## config.mk

```make
export PLATFORM = sky130hd
export DESIGN_NAME = chip8_ctrl
export DESIGN_NICKNAME = d
export VERILOG_FILES = /design/src/rtl/core/chip8_pkg.sv /design/src/rtl/core/chip8_ctrl.sv
export VERILOG_INCLUDE_DIRS = /design/src /design/src/rtl/core
export SDC_FILE = /design/constraint.sdc
export NUM_CORES = 1
export LEC_CHECK = 0
export BUFFER_PORTS_ARGS = -buffer_cell sky130_fd_sc_hd__buf_2
export CAP_MARGIN = 20
export CELL_PAD_IN_SITES_DETAIL_PLACEMENT = 2
export CELL_PAD_IN_SITES_GLOBAL_PLACEMENT = 2
export CORE_ASPECT_RATIO = 1.25
export CORE_UTILIZATION = 29
export DETAILED_ROUTE_END_ITERATION = 10
export PLACE_DENSITY_LB_ADDON = 0.1
export SYNTH_ARGS = -nofsm -noshare
export SYNTH_HDL_FRONTEND = slang
export SYNTH_SLANG_ARGS = --single-unit
export TNS_END_PERCENT = 100
```

## constraint.sdc

```tcl
create_clock -name clk -period 1.9 [get_ports clk]
set_clock_uncertainty 0.05 [all_clocks]
set_input_delay 0.285 -clock clk [delete_from_list [all_inputs] [get_ports clk]]
set_output_delay 0.285 -clock clk [all_outputs]
set_load 0.1 [all_outputs]
```

## src/rtl/core/chip8_instruction_core_unit_macros.svh

```systemverilog
// assertion macros used by the core state machine rtl
// no dependencies; taken in by `include where assertions are written
`ifndef CHIP8_INSTRUCTION_CORE_UNIT_MACROS_SVH
`define CHIP8_INSTRUCTION_CORE_UNIT_MACROS_SVH

// property that must hold in the same cycle as its trigger
`define CHIP8_ASSERT_NOW(label, clk, rst_n, ante, cons, msg) \
	label: assert property (@(posedge clk) disable iff (!rst_n) (ante) |-> (cons)) \
		else $error(msg);

// property that must hold in the cycle after its trigger
`define CHIP8_ASSERT_NEXT(label, clk, rst_n, ante, cons, msg) \
	label: assert property (@(posedge clk) disable iff (!rst_n) (ante) |=> (cons)) \
		else $error(msg);

`endif

```

## src/rtl/core/chip8_pkg.sv

```systemverilog
// shared types, constants and the opcode decoder of the chip8 core
// no dependencies
`default_nettype none

package chip8_pkg;

	localparam int MEM_BYTES   = 4096;
	localparam int ADDR_W      = 12;
	localparam int NUM_REGS    = 16;
	localparam int STACK_DEPTH = 16;
	localparam int SP_W        = $clog2(STACK_DEPTH);
	localparam int SCREEN_W    = 64;
	localparam int SCREEN_H    = 32;
	localparam int ROW_W       = 5;
	localparam int CNT_W       = 4;
	localparam logic [ADDR_W-1:0] START_ADDR_RST = 12'h200;
	localparam logic [3:0] FLAG_REG = 4'hF;

	typedef enum logic [1:0] {
		KIND_WRITE = 2'd0,
		KIND_EXEC  = 2'd1,
		KIND_TICK  = 2'd2,
		KIND_READ  = 2'd3
	} kind_t;

	typedef enum logic [4:0] {
		OP_NOP, OP_CLS, OP_RET, OP_JP, OP_CALL, OP_SKIP, OP_ALU, OP_ALUF,
		OP_LDI, OP_JPV0, OP_DRAW, OP_SETDT, OP_SETST, OP_ADDI, OP_BCD,
		OP_STORE, OP_LOAD
	} op_t;

	typedef struct packed {
		kind_t        kind;
		logic [11:0]  address;
		logic [7:0]   data;
		logic [15:0]  key_states;
		logic [7:0]   random_byte;
		logic [4:0]   row_index;
	} request_t;

	typedef struct packed {
		logic [11:0]  program_counter;
		logic [7:0]   flag_register;
		logic [7:0]   delay_count;
		logic [7:0]   sound_count;
		logic         sound_on;
		logic [63:0]  row_pixels;
	} result_t;

	typedef struct packed {
		logic accept;
		logic clr_mem;
		logic fetch_hi;
		logic fetch_lo;
		logic rd_x;
		logic rd_y;
		logic exec;
		logic ret2;
		logic wb_f;
		logic draw_wr;
		logic bcd_h;
		logic bcd_t;
		logic bcd_o;
		logic st_rd;
		logic st_wr;
		logic ld_wr;
	} ctrl_cmd_t;

	typedef struct packed {
		op_t  op;
		logic n_zero;
		logic cnt_last;
		logic clr_last;
	} dp_status_t;

	function automatic op_t decode(input logic [7:0] hi, input logic [7:0] lo);
		op_t op;
		op = OP_NOP;
		case (hi[7:4])
			4'h0: begin
				if (hi[3:0] == 4'h0 && lo == 8'hE0) op = OP_CLS;
				else if (hi[3:0] == 4'h0 && lo == 8'hEE) op = OP_RET;
			end
			4'h1: op = OP_JP;
			4'h2: op = OP_CALL;
			4'h3, 4'h4, 4'h5, 4'h9: op = OP_SKIP;
			4'h6, 4'h7, 4'hC: op = OP_ALU;
			4'h8: begin
				case (lo[3:0])
					4'h0, 4'h1, 4'h2, 4'h3: op = OP_ALU;
					4'h4, 4'h5, 4'h6, 4'h7, 4'hE: op = OP_ALUF;
					default: op = OP_NOP;
				endcase
			end
			4'hA: op = OP_LDI;
			4'hB: op = OP_JPV0;
			4'hD: op = OP_DRAW;
			4'hE: begin
				if (lo == 8'h9E || lo == 8'hA1) op = OP_SKIP;
			end
			4'hF: begin
				case (lo)
					8'h07: op = OP_ALU;
					8'h15: op = OP_SETDT;
					8'h18: op = OP_SETST;
					8'h1E: op = OP_ADDI;
					8'h33: op = OP_BCD;
					8'h55: op = OP_STORE;
					8'h65: op = OP_LOAD;
					default: op = OP_NOP;
				endcase
			end
			default: op = OP_NOP;
		endcase
		return op;
	endfunction

endpackage

`default_nettype wire

```

## src/rtl/core/chip8_ctrl.sv

```systemverilog
// sequencing state machine of the chip8 core
// depends on chip8_pkg and the assertion macro header
`default_nettype none
`include "chip8_instruction_core_unit_macros.svh"

module chip8_ctrl import chip8_pkg::*; (
	input  logic       clk,
	input  logic       arst_n,
	input  logic       start,
	input  kind_t      kind,
	input  dp_status_t status,
	output ctrl_cmd_t  cmd,
	output logic       busy,
	output logic       done
);

	typedef enum logic [18:0] {
		S_CLEAR    = 19'b1 << 0,
		S_IDLE     = 19'b1 << 1,
		S_FETCH_HI = 19'b1 << 2,
		S_FETCH_LO = 19'b1 << 3,
		S_RD_X     = 19'b1 << 4,
		S_RD_Y     = 19'b1 << 5,
		S_EXEC     = 19'b1 << 6,
		S_RET2     = 19'b1 << 7,
		S_WB_F     = 19'b1 << 8,
		S_DRAW_RD  = 19'b1 << 9,
		S_DRAW_WR  = 19'b1 << 10,
		S_BCD_H    = 19'b1 << 11,
		S_BCD_T    = 19'b1 << 12,
		S_BCD_O    = 19'b1 << 13,
		S_ST_RD    = 19'b1 << 14,
		S_ST_WR    = 19'b1 << 15,
		S_LD_RD    = 19'b1 << 16,
		S_LD_WR    = 19'b1 << 17,
		S_DONE     = 19'b1 << 18
	} state_t;

	state_t state_q, state_d;
	logic   accept;

	assign accept = start && (state_q == S_IDLE);

	always_comb begin
		state_d = state_q;
		case (state_q)
			S_CLEAR:    if (status.clr_last) state_d = S_IDLE;
			S_IDLE:     if (start) state_d = (kind == KIND_EXEC) ? S_FETCH_HI : S_DONE;
			S_FETCH_HI: state_d = S_FETCH_LO;
			S_FETCH_LO: state_d = S_RD_X;
			S_RD_X:     state_d = S_RD_Y;
			S_RD_Y:     state_d = S_EXEC;
			S_EXEC: begin
				case (status.op)
					OP_RET:   state_d = S_RET2;
					OP_ALUF:  state_d = S_WB_F;
					OP_DRAW:  state_d = status.n_zero ? S_WB_F : S_DRAW_RD;
					OP_BCD:   state_d = S_BCD_H;
					OP_STORE: state_d = S_ST_RD;
					OP_LOAD:  state_d = S_LD_RD;
					default:  state_d = S_DONE;
				endcase
			end
			S_RET2:     state_d = S_DONE;
			S_WB_F:     state_d = S_DONE;
			S_DRAW_RD:  state_d = S_DRAW_WR;
			S_DRAW_WR:  state_d = status.cnt_last ? S_WB_F : S_DRAW_RD;
			S_BCD_H:    state_d = S_BCD_T;
			S_BCD_T:    state_d = S_BCD_O;
			S_BCD_O:    state_d = S_DONE;
			S_ST_RD:    state_d = S_ST_WR;
			S_ST_WR:    state_d = status.cnt_last ? S_DONE : S_ST_RD;
			S_LD_RD:    state_d = S_LD_WR;
			S_LD_WR:    state_d = status.cnt_last ? S_DONE : S_LD_RD;
			S_DONE:     state_d = S_IDLE;
			default:    state_d = S_IDLE;
		endcase
	end

	always_ff @(posedge clk or negedge arst_n) begin
		if (!arst_n) begin
			state_q <= S_CLEAR;
		end else begin
			state_q <= state_d;
		end
	end

	assign cmd.accept   = accept;
	assign cmd.clr_mem  = (state_q == S_CLEAR);
	assign cmd.fetch_hi = (state_q == S_FETCH_HI);
	assign cmd.fetch_lo = (state_q == S_FETCH_LO);
	assign cmd.rd_x     = (state_q == S_RD_X);
	assign cmd.rd_y     = (state_q == S_RD_Y);
	assign cmd.exec     = (state_q == S_EXEC);
	assign cmd.ret2     = (state_q == S_RET2);
	assign cmd.wb_f     = (state_q == S_WB_F);
	assign cmd.draw_wr  = (state_q == S_DRAW_WR);
	assign cmd.bcd_h    = (state_q == S_BCD_H);
	assign cmd.bcd_t    = (state_q == S_BCD_T);
	assign cmd.bcd_o    = (state_q == S_BCD_O);
	assign cmd.st_rd    = (state_q == S_ST_RD);
	assign cmd.st_wr    = (state_q == S_ST_WR);
	assign cmd.ld_wr    = (state_q == S_LD_WR);

	assign busy = (state_q != S_IDLE);
	assign done = (state_q == S_DONE);

	`CHIP8_ASSERT_NEXT(a_done_frees, clk, arst_n, done, !busy, "core still busy after result")
	`CHIP8_ASSERT_NEXT(a_short_item, clk, arst_n, accept && kind != KIND_EXEC, done, "single step item gave no result next cycle")
	`CHIP8_ASSERT_NOW(a_exec_fetch, clk, arst_n, state_q == S_EXEC, $past(state_q, 4) == S_FETCH_HI, "execute not preceded by fetch")

endmodule

`default_nettype wire

```

==> qor.csv, run 1 <==
metric,value,unit
status,stopped before the end,
Exit stage,4_1_cts,
first error,[ERROR DPL-0033] detailed placement checks failed during check placement.,
placed cell count,275,
CTS buffer count,3,
most frequent cells after synthesis,"dfrtp_1 (18), nor3_1 (11), nor3b_1 (10), nor4b_1 (9), nor2_1 (8)",
root buf cell,clkbuf_8,
Main synth FF type,dfrtp_1,
gpl congestion,0.852,
Syn. warnings,0,
leading area contributor after synthesis,dfrtp_1,
IO Port Bufs,30,
FP Rows,27,
Chip Width,62.9,microns
post-CTS setup buffer count,23,
Detail Placement HPWL,4810,microns
register area share after synthesis,35.4,%
most common cell in the netlist,dfrtp_1,
top-area cell type share of the netlist area,33.5,%
DIE HEIGHT,78.1,microns
number of gates resized after cts,56,
Area contributors post-synth,"dfrtp_1 (33%), nor4b_1 (5.9%), nor3b_1 (5.6%)",
number of flops mapped to enable cells by yosys,0,
Mapped Area,1350,sq um
Syn Area/Cell,9.21,sq um
boundary pin count,31,
asr flop ratio synth,100,%
Sink Count,19,
cell count after synthesis,146,
H-tree depth,1,
initial core utilization,30.4,%
worst-case clock buffer depth,2,
syn nets,159,
#FFs+latches synth,19,
# hold bufs at CTS,1,
Synth cell types,47,
==> cell families after synthesis <==
kind of cell | synth area share, %
buffers and inverters | 6.05
AO/OA/AOI/OAI | 10.8
flip-flops | 35.4
XOR/XNOR | 2.61
AND/OR/NAND/NOR | 45.1
==> metrics by stage <==
stage	cell area, sq um	worst slack, ns
global placement	2350	-0.331
detailed placement	2350	-0.479
floorplan	1570	-0.891
==> run 2, diff against run 1 <==
--- a/config.mk
+++ b/config.mk
@@ -8,12 +8,10 @@
 export LEC_CHECK = 0
 export BUFFER_PORTS_ARGS = -buffer_cell sky130_fd_sc_hd__buf_2
 export CAP_MARGIN = 20
-export CELL_PAD_IN_SITES_DETAIL_PLACEMENT = 2
-export CELL_PAD_IN_SITES_GLOBAL_PLACEMENT = 2
-export CORE_ASPECT_RATIO = 1.25
-export CORE_UTILIZATION = 29
+export CORE_AREA = 2 2 63 65
 export DETAILED_ROUTE_END_ITERATION = 10
-export PLACE_DENSITY_LB_ADDON = 0.1
+export DIE_AREA = 0 0 65 67
+export PLACE_DENSITY_LB_ADDON = 0.15
 export SYNTH_ARGS = -nofsm -noshare
 export SYNTH_HDL_FRONTEND = slang
 export SYNTH_SLANG_ARGS = --single-unit
==> constraint.sdc (replaced) <==
create_clock -name clk -period 2.5 [get_ports clk]
set_clock_uncertainty 0.05 [all_clocks]
set_input_delay 0.375 -clock clk [delete_from_list [all_inputs] [get_ports clk]]
set_output_delay 0.375 -clock clk [all_outputs]
set_load 0.1 [all_outputs]
==> run 2 against run 1 <==
Net effect:
- the flow now finishes, with violations (hold timing, setup timing)
- synthesized area did not move
- synthesized cell count did not move
==> qor.csv, run 2 <==
metric,value,unit
status,"complete, but fails checks",
failing checks,"hold timing, setup timing",
number of flops mapped to enable cells by yosys,0,
max incr delay on CP,0.58,ns
Main synth FF type,dfrtp_1,
Worst setup EP type,output pin,
Final Setup Violations,9,
largest net degree at the start of global routing,20,
post-synthesis adder-cell area fraction,0,%
Mapped Area,1350,sq um
Worst Setup Slack post-DPL,0.152,ns
final hold vios,17,
Vias,1488,
global-route wire length before repair,6710,microns
placed cell count,239,
critical path arrival,2.22,ns
footprint of the multi-input gates,1010,sq um
boundary pin count,31,
"Cell Chain, Critical Path","or4_4, nor3_4, nand3_2, or3_4, clkinvlp_4, buf_12",
cell count after synthesis,146,
VDD IR max,0.000291,V
fmax,378,MHz
post-synthesis mux area share,0,%
layout cells sized above 1,53.6,%
"Data required, critical path",2.08,ns
Die ar.,4360,sq um
initial core utilization,37.3,%
final wirelength,4350,microns
IO Port Bufs,30,
initial antenna violation count,0,
final slew viol count,0,
slew margin rel.,68.2,%
Inserted Diodes,0,
gpl congestion,0.888,
Syn. warnings,0,
final hold slack,-0.00800,ns
asr flop ratio synth,100,%
Detail Placement HPWL,3070,microns
xor/xnor cell area share of the yosys netlist,2.60,%
min Tclk post-route,2.65,ns
crit path kind,reg2out,
register area share after synthesis,35.4,%
"Max FO, Critical Path",4,
CTS buffer count,3,
vias in the first global route,1459,
main combinational cell family by area after synthesis,simple AND/OR/NAND/NOR gates,
Nets,225,
Final Cycle Share,106,%
Biggest register,state_q,
# hold bufs at CTS,0,
non-filler cells in the finished layout,259,
CP max-delay cell,or4_4,
final worst slack,-0.146,ns
internal power,791,uW
drt wl/cell,16.8,microns
"commonest cells after routing, fill and taps aside","buf_4 (38), buf_12 (17), dfrtp_1 (16)",
Power Density,616,nW/um^2
Area contributors post-synth,"dfrtp_1 (33%), nor4b_1 (5.9%), nor3b_1 (5.6%)",
class of the worst hold path,in2async,
leading area contributor after synthesis,dfrtp_1,
fin util,65.4,%
Synth cell types,47,
Sink Count,19,
root buf cell,clkbuf_8,
Vias per Instance,5.75,
FP Rows,22,
Area Growth Syn to Fin,75.4,%
P_leak,0.00101,uW
DR iter-0 viols,81,
"most common cell after layout, fill and taps aside",buf_4,
core box area,3610,sq um
#FFs+latches synth,19,
max reg flops,19,
Chip Width,65,microns
Register Area,479,sq um
grt ovf,0,
Fill cells,279,
DRC,0,
Post-Synth Simple-Gate Area,45.1,%
Sw Share,45.6,%
worst-margin pin slew,0.470,ns
Gate power share,61.3,%
GR Util All Layers,20.1,%
unrepaired setup endpoints after global routing,yes,
worst-case clock buffer depth,2,
Clock Latency Late Sink,0.26,ns
TritonCTS clock tree,done,
Compound-Gate Fraction of Synth Area,10.8,%
most common cell in the netlist,dfrtp_1,
TritonRoute pass-1 iters,4,
CP Launch Type,flop,
Psw,664,uW
Syn Area/Cell,9.21,sq um
Flop pwr share,23.5,%
clock network power share,15.2,%
syn nets,159,
DIE HEIGHT,67,microns
Routed Antenna Nets,0,
top flop regs,state_q (19),
most frequent cells after synthesis,"dfrtp_1 (18), nor3_1 (11), nor3b_1 (10), nor4b_1 (9), nor2_1 (8)",
maxcap violations,0,
"Reg clk slew, reported paths",0.08,ns
top-area cell type share of the netlist area,33.5,%
H-tree depth,1,
run 2: cells by family after synthesis:
kind of cell,count (synthesis)
buffers and inverters,17
AND/OR/NAND/NOR,86
flip-flops,19
XOR/XNOR,4
AO/OA/AOI/OAI,20
run 2: area by class of cell:
cell class | count | share of cell area (%)
inverters | 7 | 1.27
multi-input cells | 110 | 42.9
clock buffers | 3 | 1.75
well taps | 48 | 2.55
flip-flops and latches | 19 | 20.3
clock inverters | 1 | 0.212
repair buffers | 71 | 31.0
run 2: per-stage QoR:
step	setup TNS [ns]	total power [uW]	area [sq um]
after floorplan	-4.07	928	1550
after global placement	0	1120	2120
after detailed placement	0	1120	2120
after CTS	-0.459	1400	2260
after global routing	-1.54	1530	2360
final	-0.714	1450	2360
run 2: per-layer routing:
layer  track usage, %  share of wire, %  up-vias
met5                0                 0        -
met3             4.56               5.5       16
met4             7.18               2.7        0
met1             24.5                42      727
li1                 -                 -      692
met2             34.8                50       53
run 2: timing repair:
item | CTS | global route
gates resized for setup | 8 | 13
pin swaps | 6 | 7
endpoints found under the hold margin | 0 | 0
cloned | 0 | 0
setup endpoints to repair | 13 | 15
buffers inserted | 9 | 7
run 2: power groups by stage:
stage                     clock (uW)  sequential (uW)  combinational (uW)
final                            221              342                 892
after global routing             243              346                 943
after CTS                        224              341                 839
after detailed placement           0              345                 777
after global placement             0              346                 771
after floorplan                    0              341                 587
run 2: path summary, 6_finish.rpt:
path                       depth (start not counted)  slack, ns         from          end
max in group asynchronous                          1       2.08       arst_n   state_q[9]
max reg2reg                                        9       0.27   state_q[8]  state_q[18]
min                                                1     -0.008       arst_n   state_q[4]
min reg2reg                                        2       0.54   state_q[5]   state_q[5]
min in group clk                                   2       0.21    status[0]   state_q[0]
max                                                6      -0.15  state_q[12]       cmd[6]
run 2: critical path: cells and delay by family, from the launching register on:
family | cells | cell delay (ns)
AND/OR/NAND/NOR | 4 | 1.30
flip-flops | 1 | 0.39
buffers and inverters | 2 | 0.26
(Power assumes the default switching activity.)
==> run 3, diff against run 2 <==
--- a/config.mk
+++ b/config.mk
@@ -8,9 +8,8 @@
 export LEC_CHECK = 0
 export BUFFER_PORTS_ARGS = -buffer_cell sky130_fd_sc_hd__buf_2
 export CAP_MARGIN = 20
-export CORE_AREA = 2 2 63 65
+export CORE_UTILIZATION = 30
 export DETAILED_ROUTE_END_ITERATION = 10
-export DIE_AREA = 0 0 65 67
 export PLACE_DENSITY_LB_ADDON = 0.15
 export SYNTH_ARGS = -nofsm -noshare
 export SYNTH_HDL_FRONTEND = slang
==> run 3 against run 2 <==
Net effect:
- the flow still finishes with violations (hold timing, setup timing)
- non-clock buffer count is 3 lower
- register-to-register slack improved by 0.09 ns
- first-iteration DRC count is 17% lower
- cell area decreased by 1.9%
- largest cell class unchanged
- highest routed layer unchanged
==> qor.csv, run 3 (same netlist as run 2, synthesis figures left out) <==
metric,value,unit
grt ovf,0,
Vias per Instance,5.59,
layout cells sized above 1,50.5,%
TritonRoute pass-1 iters,4,
Final Cycle Share,103,%
Worst setup EP type,output pin,
slew margin rel.,69.8,%
Final Setup Violations,7,
core box area,4140,sq um
global-route wire length before repair,6830,microns
P_leak,0.000991,uW
Power Density,633,nW/um^2
largest net degree at the start of global routing,20,
"Cell Chain, Critical Path","or4_4, nor3_4, nand3_2, buf_4, nor4b_4, buf_12",
non-filler cells in the finished layout,258,
top flop regs,state_q (19),
fmax,387,MHz
status,"complete, but fails checks",
H-tree depth,1,
final slew viol count,0,
CP Launch Type,flop,
CTS buffer count,3,
TNS Setup,-0.293,ns
Nets,222,
DR iter-0 viols,67,
worst-margin pin slew,0.447,ns
Area Growth Syn to Fin,72.2,%
"most common cell after layout, fill and taps aside",buf_4,
"Data required, critical path",2.08,ns
failing checks,"hold timing, setup timing",
final hold vios,12,
VDD IR max,0.000267,V
unrepaired setup endpoints after global routing,yes,
max incr delay on CP,0.56,ns
critical path arrival,2.16,ns
gpl congestion,0.826,
Routed Antenna Nets,0,
placed cell count,240,
maxcap violations,0,
"commonest cells after routing, fill and taps aside","buf_4 (36), buf_12 (17), dfrtp_1 (16)",
drt wl/cell,15.5,microns
GR Util All Layers,19.9,%
Clock Latency Late Sink,0.26,ns
Biggest register,state_q,
"Reg clk slew, reported paths",0.08,ns
FP Rows,23,
Inserted Diodes,0,
Chip Width,69.0,microns
TritonCTS clock tree,done,
initial core utilization,32.5,%
DRC,0,
crit path kind,reg2out,
r2r setup slk,0.36,ns
worst-case clock buffer depth,2,
IO Port Bufs,30,
min Tclk post-route,2.58,ns
"Max FO, Critical Path",3,
# hold bufs at CTS,0,
final hold slack,-0.00513,ns
Sink Count,19,
max reg flops,19,
root buf cell,clkbuf_8,
CP max-delay cell,or4_4,
final worst slack,-0.0816,ns
final wirelength,3990,microns
Vias,1442,
DIE HEIGHT,69.0,microns
boundary pin count,31,
Detail Placement HPWL,3120,microns
class of the worst hold path,in2async,
vias in the first global route,1397,
Die ar.,4760,sq um
Fill cells,373,
initial antenna violation count,0,
==> run 3: cell types whose count changed in the layout (fill, tap and decap cells not counted), sizes merged <==
cell | before | now
buf | 71 | 68
clkbuf | 3 | 4
clkinv | 1 | 0
==> run 3: power breakdown <==
part	switching [uW]	internal, uW	leakage (uW)
Clock	113	114	0.0000228
Combinational	535	363	0.000714
Sequential	15.5	326	0.000255
Total	663	803	0.000991
==> run 3: path summary, 6_finish.rpt <==
check                            startpoint           to  cells past startpoint
worst max-delay path            state_q[12]       cmd[5]                      6
worst min-delay path                 arst_n  state_q[10]                      1
worst max register to register   state_q[0]   state_q[1]                      8
worst min register to register   state_q[5]   state_q[5]                      2
max in group asynchronous            arst_n   state_q[0]                      1
min in group clk                  status[0]   state_q[0]                      2
==> run 3: layer usage <==
layer	global-route usage [%]	part of all wire (%)	up-vias
met5	0	0	-
met4	6.89	1.4	0
met3	2.63	3.2	5
met2	32.8	49	33
met1	26.4	46	711
li1	-	-	693
==> run 3: per-stage QoR <==
step / hold slack (ns) / total power (uW) / instance area (sq um) / setup slack [ns] / utilization, %
floorplan: 0.0294 / 928 / 1550 / -0.381 / -
global placement: 0.297 / 1120 / 2110 / 0.138 / 51.0
detailed placement: 0.295 / 1130 / 2110 / 0.119 / 51.0
CTS: 0.00728 / 1450 / 2290 / -0.0939 / 55.2
global route: 0.0310 / 1540 / 2320 / -0.182 / 55.9
finish: -0.00513 / 1470 / 2320 / -0.0816 / 55.9
==> run 3: what timing repair did <==
item                                    in CTS  in global routing
endpoints found under the setup margin      12                 15
gates resized for setup                     10                  4
buffers inserted                            12                  2
pin swaps                                    8                  1
cloned                                       0                  0
==> run 3: layout make-up <==
class                      count  area (sq um)  area share (%)
clock buffer                   4          45.0            1.94
inverter                       7          30.0            1.30
multi-input combinational    110           991            42.8
sequential                    19           479            20.7
tap                           50          62.6            2.70
timing repair buffer          68           708            30.6
==> run 3: worst max-delay path, delay by kind of cell (launching register included) <==
kind,cells,cell delay (ns)
AND/OR/NAND/NOR,4,1.13
buffers and inverters,2,0.38
flip-flops,1,0.38
